==> src/nearest_palette_color_mapper_top_defines.svh <==
// assertion macros for the nearest palette color mapper
// used by the top level; expects signals named clk and rst in scope
`ifndef NEAREST_PALETTE_COLOR_MAPPER_TOP_DEFINES_SVH
`define NEAREST_PALETTE_COLOR_MAPPER_TOP_DEFINES_SVH

// check that stays off while reset is high
`define NPCM_ASSERT_RST(lbl, prop, msg) \
  lbl: assert property (@(posedge clk) disable iff (rst) prop) else $error(msg);

// check that also runs through reset
`define NPCM_ASSERT(lbl, prop, msg) \
  lbl: assert property (@(posedge clk) prop) else $error(msg);

`endif

==> src/npcm_pkg.sv <==
// shared types, constants and helpers of the nearest palette color mapper
// no dependencies; imported by npcm_cell and the top level
`default_nettype none

package npcm_pkg;

  // palette size and derived widths
  localparam int unsigned PALETTE_ENTRIES = 256;
  localparam int unsigned IDX_W = $clog2(PALETTE_ENTRIES);
  localparam int unsigned COUNT_W = 9;
  localparam int unsigned CMP_W = (IDX_W > COUNT_W) ? IDX_W : COUNT_W;
  localparam logic [COUNT_W-1:0] COUNT_RESET = COUNT_W'(256);

  // distance bound, above any reachable squared distance
  localparam int unsigned DIST_START_INT = 3 * 256 * 256;
  localparam int unsigned DIST_W = $clog2(DIST_START_INT + 1);
  localparam logic [DIST_W-1:0] DIST_START = DIST_W'(DIST_START_INT);

  // item kinds
  typedef enum logic {
    OP_LOAD  = 1'b0,
    OP_PIXEL = 1'b1
  } opcode_t;

  // item as it travels down the chain of cells
  typedef struct packed {
    logic              valid;
    opcode_t           opcode;
    logic [7:0]        entry_index;
    logic [7:0]        red;
    logic [7:0]        green;
    logic [7:0]        blue;
    logic [DIST_W-1:0] best_dist;
    logic [IDX_W-1:0]  best_idx;
  } item_t;

  // winning index masked to the 8-bit result field
  function automatic logic [7:0] to_color_index(input logic [IDX_W-1:0] idx);
    logic [15:0] wide;
    wide = 16'(idx);
    return wide[7:0];
  endfunction

endpackage

`default_nettype wire

==> src/npcm_cell.sv <==
// one cell of the search chain: holds one palette entry, compares the
// passing pixel against it and forwards the running best; uses npcm_pkg
`default_nettype none

module npcm_cell (
  input  wire logic                             clk,
  input  wire logic                             rst,
  input  wire logic                             advance,
  input  wire logic [npcm_pkg::IDX_W-1:0]       cell_index,
  input  wire logic [npcm_pkg::COUNT_W-1:0]     color_count,
  input  wire npcm_pkg::item_t                  up,
  output npcm_pkg::item_t                       down
);
  import npcm_pkg::*;

  logic [23:0]       entry;
  logic [7:0]        dr;
  logic [7:0]        dg;
  logic [7:0]        db;
  logic [15:0]       sr;
  logic [15:0]       sg;
  logic [15:0]       sb;
  logic [DIST_W-1:0] sq_sum;
  logic              active;
  logic              hit;
  logic              load_hit;
  item_t             down_next;

  // distance to the stored entry and update of the running best
  always_comb begin
    dr = (entry[23:16] >= up.red)   ? entry[23:16] - up.red   : up.red   - entry[23:16];
    dg = (entry[15:8]  >= up.green) ? entry[15:8]  - up.green : up.green - entry[15:8];
    db = (entry[7:0]   >= up.blue)  ? entry[7:0]   - up.blue  : up.blue  - entry[7:0];
    sr = 16'(dr) * 16'(dr);
    sg = 16'(dg) * 16'(dg);
    sb = 16'(db) * 16'(db);
    sq_sum = DIST_W'(sr) + DIST_W'(sg) + DIST_W'(sb);
    active = CMP_W'(cell_index) < CMP_W'(color_count);
    hit = up.valid && (up.opcode == OP_PIXEL) && active && (sq_sum < up.best_dist);
    load_hit = up.valid && (up.opcode == OP_LOAD) &&
               (CMP_W'(up.entry_index) == CMP_W'(cell_index));
    down_next = up;
    if (hit) begin
      down_next.best_dist = sq_sum;
      down_next.best_idx  = cell_index;
    end
  end

  // entry store and hand-off to the next cell
  always_ff @(posedge clk) begin
    if (rst) begin
      entry      <= '0;
      down.valid <= 1'b0;
    end else if (advance) begin
      down <= down_next;
      if (load_hit) begin
        entry <= {up.red, up.green, up.blue};
      end
    end
  end

endmodule

`default_nettype wire

==> config.mk <==
export PLATFORM = sky130hd
export DESIGN_NAME = npcm_cell
export DESIGN_NICKNAME = d
export VERILOG_FILES = /design/src/nearest_palette_color_mapper_top_defines.svh /design/src/npcm_pkg.sv /design/src/npcm_cell.sv
export SDC_FILE = /design/constraint.sdc
export NUM_CORES = 1
export LEC_CHECK = 0
export BUFFER_PORTS_ARGS = -buffer_cell sky130_fd_sc_hd__buf_2
export CAP_MARGIN = 0
export CELL_PAD_IN_SITES_DETAIL_PLACEMENT = 0
export CELL_PAD_IN_SITES_GLOBAL_PLACEMENT = 2
export CORE_MARGIN = 8
export CORE_UTILIZATION = 38
export DETAILED_ROUTE_END_ITERATION = 10
export GPL_TIMING_DRIVEN = 0
export PLACE_DENSITY_LB_ADDON = 0.1
export SYNTH_ARGS = -nofsm -noshare
export SYNTH_HDL_FRONTEND = slang
export SYNTH_SLANG_ARGS = --single-unit
==> constraint.sdc <==
create_clock -name clk -period 14.2 [get_ports clk]
set_input_delay 2.84 -clock clk [delete_from_list [all_inputs] [get_ports clk]]
set_output_delay 2.84 -clock clk [all_outputs]
set_load 0.01 [all_outputs]
# Word level (Yosys, flattened, before mapping)
# Cells that the tools add are included.
[word_totals]
memories = 0
rom_bits = 0
ram_bits = 0
wordCells = 39
out_inout_bits = 60
ff_bits = 84
latch_bits = 0
[classes]
order_cmp = 5
reduce_logical = 7
n_addsub = 8
bitwise = 2
n_eq_ne = 1
n_mux = 4
div_mod_pow = 0
shift = 0
n_mul = 3
[op_table]
columns = ["cell", "n"]
rows = [
  ["$mul 8x8->16", 3],
  ["$sub 8x8->8", 6],
  ["$mux 26", 1],
  ["$ge 8x8->1", 3],
  ["$mux 8", 3],
  ["$add 17x16->18", 1],
  ["$lt 18x18->1", 1],
  ["$add 16x16->17", 1],
  ["$lt 8x9->1", 1],
  ["$eq 8x8->1", 1],
  ["$logic_and 1x1->1", 5],
  ["$reduce_and 2->1", 2],
  ["$not 1->1", 2],
]

# Depth between registers and ports, before layout
# Gate-level depths: netlist of the first run.
[depth]
depth_word = 8
mapped_depth = 41
depth_no_buf = 39

# Least setup slack after synthesis of the first run
# Ideal clock, no wire load.
[synth_timing]
path_type = "input port to flip-flop"
startpoint = "input up[26] (netlist name)"
endpoint = "register down[5] (netlist name), data pin"
setup_slack_ns = 1.708
path_stages = 35
t_arrival_ns = 12.232
setup_ns = 0.260
cell_sequence = "ha_1 -> inv_1 -> fa_1 -> a21o_1 -> a211o_1 -> a221oi_4 -> mux2i_1 -> xor2_1 -> nor2_1 -> fa_1 -> inv_1 -> fa_1 -> fa_1 -> inv_1 -> fa_1 -> fa_1 -> fa_1 -> inv_1 -> fa_1 -> inv_1 -> ha_1 -> a21oi_1 -> o221ai_1 -> a22o_1 -> a41oi_1 -> xnor2_1 -> ha_1 -> a21o_1 -> a21oi_1 -> o22ai_1 -> nor3_1 -> o211ai_1 -> a311oi_2 -> buf_2 -> mux2_2"
[synth_lines]
columns = ["item", "line_no", "text"]
rows = [
  ["start: declaration", "npcm_cell.sv:11", "input wire npcm_pkg::item_t up,"],
  ["end signal: assignment", "npcm_cell.sv:55", "down <= down_next;"],
  ["end: declaration", "npcm_cell.sv:12", "output npcm_pkg::item_t down"],
]

==> impl_metrics.ini, run 1 <==
[die]
ios = 140
die_h_um = 187.2
die_x_um = 187.2
fp-row-count = 62
start_util_pct = 38.69
die_area_um2 = 35030
core-area_um2 = 28780

[synthesis]
ys_top_cells_by_area = fa_1, ha_1, edfxtp_1
yosys_register_bits = 84
syn-num-nets = 1520
yosys.area.top_type = fa_1
syn_area_um2 = 11130
synth_top_area_share_pct = 24.99
avgSynthCellArea_um2 = 9.657
ys_warn_count = 0
synth_seq_area_share_pct = 20.41
syn_inst = 1153
synth-edff-count = 59
synthArstFlopShare_pct = 0
ys.flop_type = edfxtp_1
synthDistinctLibCells = 71

[sta]
final.min_clock_period_ps = 13210
setup_viol = 0
drv_slew = 0
timing.hold.ws_ps = 470.3
tightest_slew_ps = 981.8
fin_crit_sh_pct = 93.02
fin_worst_skew_ps = 10.84
slew_headroom_pct = 32.67
max_freq_ghz = 0.07570
hold_viol = 0
rsz0062_at_grt = false

[worst_hold_path]
hold_depth = 2
hold_path_startpoint = down[59]
hold_end = down[59]
hp-class = flip-flop to flip-flop

[detailed_routing]
viasPerCell = 4.730
dr.pass1.iters = 4
drt_iter0_markers = 202
route.detailed.drc = 0
via_count = 8017
detail-route-antenna-nets = 0
routedWlPerCell_um = 15.31
wirelength_um = 25960

[finish]
final_net_count = 1673
stdcell_count = 1695
diodes = 0
syn2layout_area_growth_pct = 14.05
fillCellCount = 2957
drive_gt1_share_pct = 17.54
finish.utilization_pct = 44.12

[worst_setup_path]
path_class = input pin to flip-flop
reg2reg_to = down[9]
slowest_stage = fa_1
crit_top_cell = fa_1
cp.buffers_inverters = 6
regToRegStartpoint = entry[0]
path_max_fanout = 10
crit_required_ps = 14310
worst_setup_path_end_kind = flip-flop
cp-start-kind = input pin
crit_family = adder cells
rrSetupSlack_ps = 3200
arrival_ps = 13320
worstRegToRegCells = 35
cpPeakStageDelay_ps = 580

[cts]
cts.sinks = 84
clockBufferDepth = 2
hold_buffers = 0
cts_tree = done
clkTransAtPathRegs_ps = 70
clock_latency_ps = 360
h-tree-depth = 3
ctsRootBufferMaster = clkbuf_16
cts_buffers = 9

[run]
drv_cap = 0

[global_routing]
grt_overflow = 0
grt_max_degree = 29
grt_pass1_wl_um = 43300
grt_pass1_vias = 8547
antenna_found_initial = 0
track_usage_pct = 15.25

[place]
io_buffers = 138
dpl.cell_count = 1677
gp_congestion = 0.8091
dp_hpwl_um = 22440

[run_status]
status = complete, no violations
cells in the final DEF, fill, tap and decap left out, types with 6 or more instances in the layout:
master / instances
and3_1: 6
dfxtp_1: 25
inv_1: 281
nand2b_1: 18
edfxtp_1: 59
o21bai_1: 8
xnor2_1: 19
ha_1: 148
mux2i_1: 10
nor2_1: 121
mux2_2: 27
nand2_1: 24
xnor2_2: 6
a21o_1: 23
a211oi_1: 7
nor2b_1: 11
buf_2: 146
o21ai_0: 19
xor2_1: 11
clkbuf_1: 11
or2_1: 7
nor3_1: 8
fa_1: 139
clkbuf_16: 9
or2_2: 6
a21oi_1: 69
layout make-up:
| type | instances | area, um^2 | share of cell area [%] |
|---|---|---|---|
| buffer | 23 | 115.1 | 0.9065 |
| inverter | 284 | 1066 | 8.395 |
| timing repair buffer | 142 | 745.7 | 5.873 |
| multi-input combinational | 762 | 7719 | 60.78 |
| clock inverter | 6 | 71.32 | 0.5616 |
| tap | 384 | 480.5 | 3.784 |
| clock buffer | 10 | 229.0 | 1.803 |
| sequential | 84 | 2272 | 17.89 |
kinds of logic (layout without fill, tap and decap cells):
group / after synthesis / after routing / synth area share [%]
and+or+nand+nor: 230 / 230 / 9.720
xor gates and xnor gates: 41 / 41 / 3.832
buffers and inverters: 307 / 465 / 10.61
DFF: 84 / 84 / 20.41
adders and majority gates: 287 / 287 / 41.62
AOI/OAI and AO/OA: 165 / 165 / 9.990
muxes: 39 / 39 / 3.821
timing repair:
item / CTS / global route
buffers inserted: 0 / 2
endpoints found under the setup margin: 0 / 26
gates resized for setup: 0 / 4
worst min-delay path: stages, from the launching register on:
cell and delay, ps:
dfxtp_1 310, nand2b_1 60, a21oi_1 60
cell usage after synthesis (10+ instances only):
cell type  number
a21o_1         23
a21oi_1        69
clkbuf_1       10
dfxtp_1        25
edfxtp_1       59
fa_1          139
ha_1          148
inv_1         281
mux2_2         27
mux2i_1        11
nand2_1        24
nand2b_1       18
nor2_1        121
nor2b_1        12
o21ai_0        19
xnor2_1        19
xor2_1         13
flip-flops by register name, summed over array words and instances (netlist names):
name   cells
down      60
entry     24
metal layers:
| layer | vias up | wire length [um] | GRT usage (%) |
|---|---|---|---|
| met1 | 3929 | 11900 | 19.54 |
| met4 | 0 | 350 | 3.910 |
| met3 | 16 | 993 | 2.610 |
| met2 | 110 | 12710 | 26.21 |
| li1 | 3962 | - | - |
| met5 | - | 0 | 0 |
through the flow:
stage	cell area, um^2	worst slack, ps	TNS [ps]
floorplan	11130	1708	0
global placement	12310	-290.0	-5480
CTS	12650	122.2	0
detailed placement	12350	-251.0	-4785
global route	12700	348.9	0
finish	12700	990.7	0
worst max path at each step:
stage | startpoint | to | slack (ps) | cells after the start
after floorplan | up[26] | down[5] | 1710 | 35
after global placement | up[26] | down[9] | -290 | 36
after detailed placement | up[26] | down[10] | -250 | 35
after CTS | up[26] | down[9] | 120 | 35
after global routing | up[42] | down[7] | 350 | 38
final | up[26] | down[9] | 990 | 35
Power of run 1 is left out: the tool's default activity adds up to more than one toggle a clock period on the data nets, which glitch-free logic cannot reach.
==> run 2: changes to the inputs <==
Settings changed: CORE_ASPECT_RATIO from default to 0.9.
==> run 2 against run 1 <==
  * Critical path depth shrank 2
  * First-iteration DRC count grew 53%
  * Fmax shrank 1.4%
  * Register-to-register slack lost 180 ps
  * Flip-flop and latch count is the same
  * Global-route usage grew 0.58 points
==> impl_metrics.ini, run 2 (synthesized netlist as in run 1, its figures left out) <==
[sta]
drv_slew = 0
final.min_clock_period_ps = 13400
max_freq_ghz = 0.07462
slew_headroom_pct = 31.27
tightest_slew_ps = 1024
setup_viol = 0
fin_worst_skew_ps = 12.32
fin_crit_sh_pct = 94.38
hold_viol = 0
rsz0062_at_grt = false

[cts]
clkTransAtPathRegs_ps = 60
h-tree-depth = 3
clock_latency_ps = 360
cts_tree = done
clockBufferDepth = 2
cts_buffers = 9
cts.sinks = 84
hold_buffers = 0
ctsRootBufferMaster = clkbuf_16

[global_routing]
grt_max_degree = 27
grt_pass1_wl_um = 43530
antenna_found_initial = 0
grt_overflow = 0
grt_pass1_vias = 8138
track_usage_pct = 15.83

[finish]
syn2layout_area_growth_pct = 14.23
final_common_cell = inv_1
layout_common_cells = inv_1, ha_1, buf_2
diodes = 0
largest-register = down
finish.utilization_pct = 44.06
reg_top3 = down: 60 flops, entry: 24 flops
drive_gt1_share_pct = 17.71
final_net_count = 1672
largest_reg_flops = 60
stdcell_count = 1706

[detailed_routing]
via_count = 7947
viasPerCell = 4.658
detail-route-antenna-nets = 0
dr.pass1.iters = 4
drt_iter0_markers = 309
routedWlPerCell_um = 15.92
route.detailed.drc = 0
wirelength_um = 27170

[run]
drv_cap = 0

[worst_setup_path]
path_max_fanout = 10
slowest_stage = xnor2_1
arrival_ps = 13500
path_class = input pin to flip-flop
crit_required_ps = 14300
crit_top_cell = fa_1
worst_setup_path_end_kind = flip-flop
cpPeakStageDelay_ps = 570
worstRegToRegCells = 34
cp-start-kind = input pin

[worst_hold_path]
hold_depth = 2
hp-class = flip-flop to flip-flop

[place]
io_buffers = 138
dp_hpwl_um = 23490
dpl.cell_count = 1689
gp_congestion = 0.8010

[die]
start_util_pct = 38.58
fp-row-count = 59
die_h_um = 178.4
core-area_um2 = 28860
die_x_um = 196.4
ios = 140
die_area_um2 = 35040

[run_status]
status = complete, no violations
[run 2: repair_timing]
item | in CTS | in global routing
pin swaps | 0 | 1
setup buffers | 0 | 1
resized for setup | 1 | 6
setup endpoints to repair | 1 | 26
endpoints found under the hold margin | 0 | 0
[run 2: path summary, 6_finish.rpt]
check	from	end	slack, ps
min reg2reg	down[59]	down[59]	480
max	up[27]	down[16]	800
min	down[59]	down[59]	480
max reg2reg	entry[0]	down[16]	3020
[run 2: metal layers]
layer  track usage [%]  vias up  routed length (um)
met1             22.17     3826               13290
li1                  -     3967                   -
met2             25.78      141               12380
met4             2.619        0                 214
met3             2.641       13                1277
met5                 0        -                   0
[run 2: layout make-up]
cell class	count	area, um^2
Multi-Input combinational cell	762	7737
Tap cell	396	495.5
Sequential cell	84	2272
Clock inverter	6	65.06
Clock buffer	10	229.0
Inverter	284	1066
Fill cell	2902	16150
Timing Repair Buffer	141	738.2
Buffer	23	115.1
[run 2: worst max-delay path: cells and delay by family]
| kind | cells | cell delay (ps) |
|---|---|---|
| adder cells (fa/ha/maj) | 10 | 4820 |
| AO/OA/AOI/OAI | 12 | 3190 |
| buffers and inverters | 6 | 970 |
| XOR/XNOR | 2 | 950 |
| multiplexers | 1 | 380 |
| AND/OR/NAND/NOR | 2 | 310 |
[run 2: through the flow]
| stage | worst slack (ps) | hold slack, ps | cell area (um^2) | setup TNS [ps] |
|---|---|---|---|---|
| finish | 798.1 | 475.9 | 12720 | 0 |
| global route | 302.2 | 501.9 | 12720 | 0 |
| CTS | 8.312 | 475.2 | 12670 | 0 |
| detailed placement | -347.0 | 462.2 | 12370 | -6488 |
| global placement | -343.0 | 456.4 | 12320 | -6331 |
| floorplan | 1708 | 458.5 | 11130 | 0 |
Power of run 2 is left out for the same reason.
==> run 3: changes to the inputs <==
Settings changed: BUFFER_PORTS_ARGS -buffer_cell sky130_fd_sc_hd__buf_2 to -buffer_cell sky130_fd_sc_hd__buf_4, CTS_CLUSTER_DIAMETER from default to 100.
==> run 3 against run 2 <==
  * Sequential share of layout area decreased by 0.53 points
  * Final cell count about the same
  * Utilization increased by 1.3 points
  * Critical path type unchanged
  * Critical endpoint is now down[5]
==> impl_metrics.ini, run 3 (synthesized netlist as in run 1, its figures left out) <==
[run_status]
status = complete, no violations

[finish]
diodes = 0
drive_gt1_share_pct = 17.72
largest_reg_flops = 60
finalInstanceArea_um2 = 13100
final_common_cell = inv_1
largest-register = down
reg_top3 = down: 60 flops, entry: 24 flops
stdcell_count = 1705
final_net_count = 1671
syn2layout_area_growth_pct = 17.69
layout_common_cells = inv_1, ha_1, buf_4, fa_1, nor2_1

[die]
die_x_um = 196.4
start_util_pct = 38.58
die_h_um = 178.4
die_area_um2 = 35040
fp-row-count = 59
core-area_um2 = 28860
ios = 140

[place]
dp_hpwl_um = 23670
io_buffers = 138
placement.setup.worst_slack_ps = -284.4
gp_congestion = 0.8119
dpl.cell_count = 1689
place_area_um2 = 12710

[cts]
post-cts-setup-buffers = 0
cts.sinks = 84
clkTransAtPathRegs_ps = 60
clockBufferDepth = 2
cts_buffers = 9
h-tree-depth = 3
clock_latency_ps = 360
ctsRootBufferMaster = clkbuf_16
cts_tree = done

[worst_setup_path]
cpPeakStageDelay_ps = 580
cp.buffers_inverters = 7
cp-start-kind = input pin
crit_required_ps = 14300
path_max_fanout = 10
slowest_stage = a311oi_4
crit_family = adder cells
crit_top_cell = fa_1
arrival_ps = 13740
path_class = input pin to flip-flop
rrSetupSlack_ps = 2760
worst_setup_path_end_kind = flip-flop

[detailed_routing]
detail-route-antenna-nets = 0
wirelength_um = 27530
drt_iter0_markers = 241
routedWlPerCell_um = 16.15
viasPerCell = 4.681
route.detailed.drc = 0
dr.pass1.iters = 4
via_count = 7981

[sta]
tightest_slew_ps = 884.4
rsz0062_at_grt = false
worst_slack_ps = 556.7
max_freq_ghz = 0.07330
fin_crit_sh_pct = 96.08
fin_worst_skew_ps = 12.56
setup_viol = 0
timing.hold.ws_ps = 472.9
final.min_clock_period_ps = 13640
drv_slew = 0
slew_headroom_pct = 39.35
hold_viol = 0

[worst_hold_path]
hp-class = flip-flop to flip-flop

[global_routing]
grt_pass1_wl_um = 43950
track_usage_pct = 15.89
grt_max_degree = 32
antenna_found_initial = 0
grt_overflow = 0
grt_pass1_vias = 8130

[run]
drv_cap = 0
run 3: changes by cell type in the layout (fill, tap and decap cells not counted), sizes merged:
cell	delta
buf	-1
clkinv	-1
bufinv	+1
run 3: stage by stage:
stage                     util (%)  TNS [ps]
after CTS                    45.15         0
after global placement       43.88     -5762
after floorplan                  -         0
after detailed placement     44.05     -5360
final                        45.40         0
after global routing         45.40         0
run 3: worst paths after layout:
path / from / endpoint / cells past startpoint
setup reg to reg: entry[0] / down[5] / 36
hold reg to reg: down[59] / down[59] / 2
setup / recovery: up[26] / down[5] / 36
hold / removal: down[59] / down[59] / 2
run 3: routing by layer:
layer	share of wire [%]	up-vias	wire length [um]	global-route usage, %
met2	46	132	12660	25.54
met5	0	-	0	0
met1	49	3871	13370	22.38
met3	4.5	13	1235	2.716
met4	0.98	0	270	2.903
li1	-	3965	-	-
run 3: layout make-up:
type,count,area [um^2]
clock buffers,10,229.0
flip-flops and latches,84,2272
repair buffers,140,1076
clock inverters,6,90.09
well taps,396,495.5
fillers,2880,15760
multi-input cells,762,7760
inverters,284,1066
plain buffers,23,115.1
run 3: worst register-to-register path: cells and delay by family (launching register included):
| family | cells | cell delay (ps) |
|---|---|---|
| compound gates | 11 | 3240 |
| simple gates | 3 | 480 |
| fa+ha+maj | 11 | 4800 |
| mux | 2 | 730 |
| xor+xnor | 2 | 790 |
| flops | 1 | 330 |
| buf+inv | 7 | 840 |
run 3: timing repair:
| action | CTS | global route |
|---|---|---|
| setup endpoints to repair | 0 | 26 |
| gates resized for setup | 0 | 9 |
| hold buffers | 0 | 0 |
Power of run 3 is left out for the same reason.
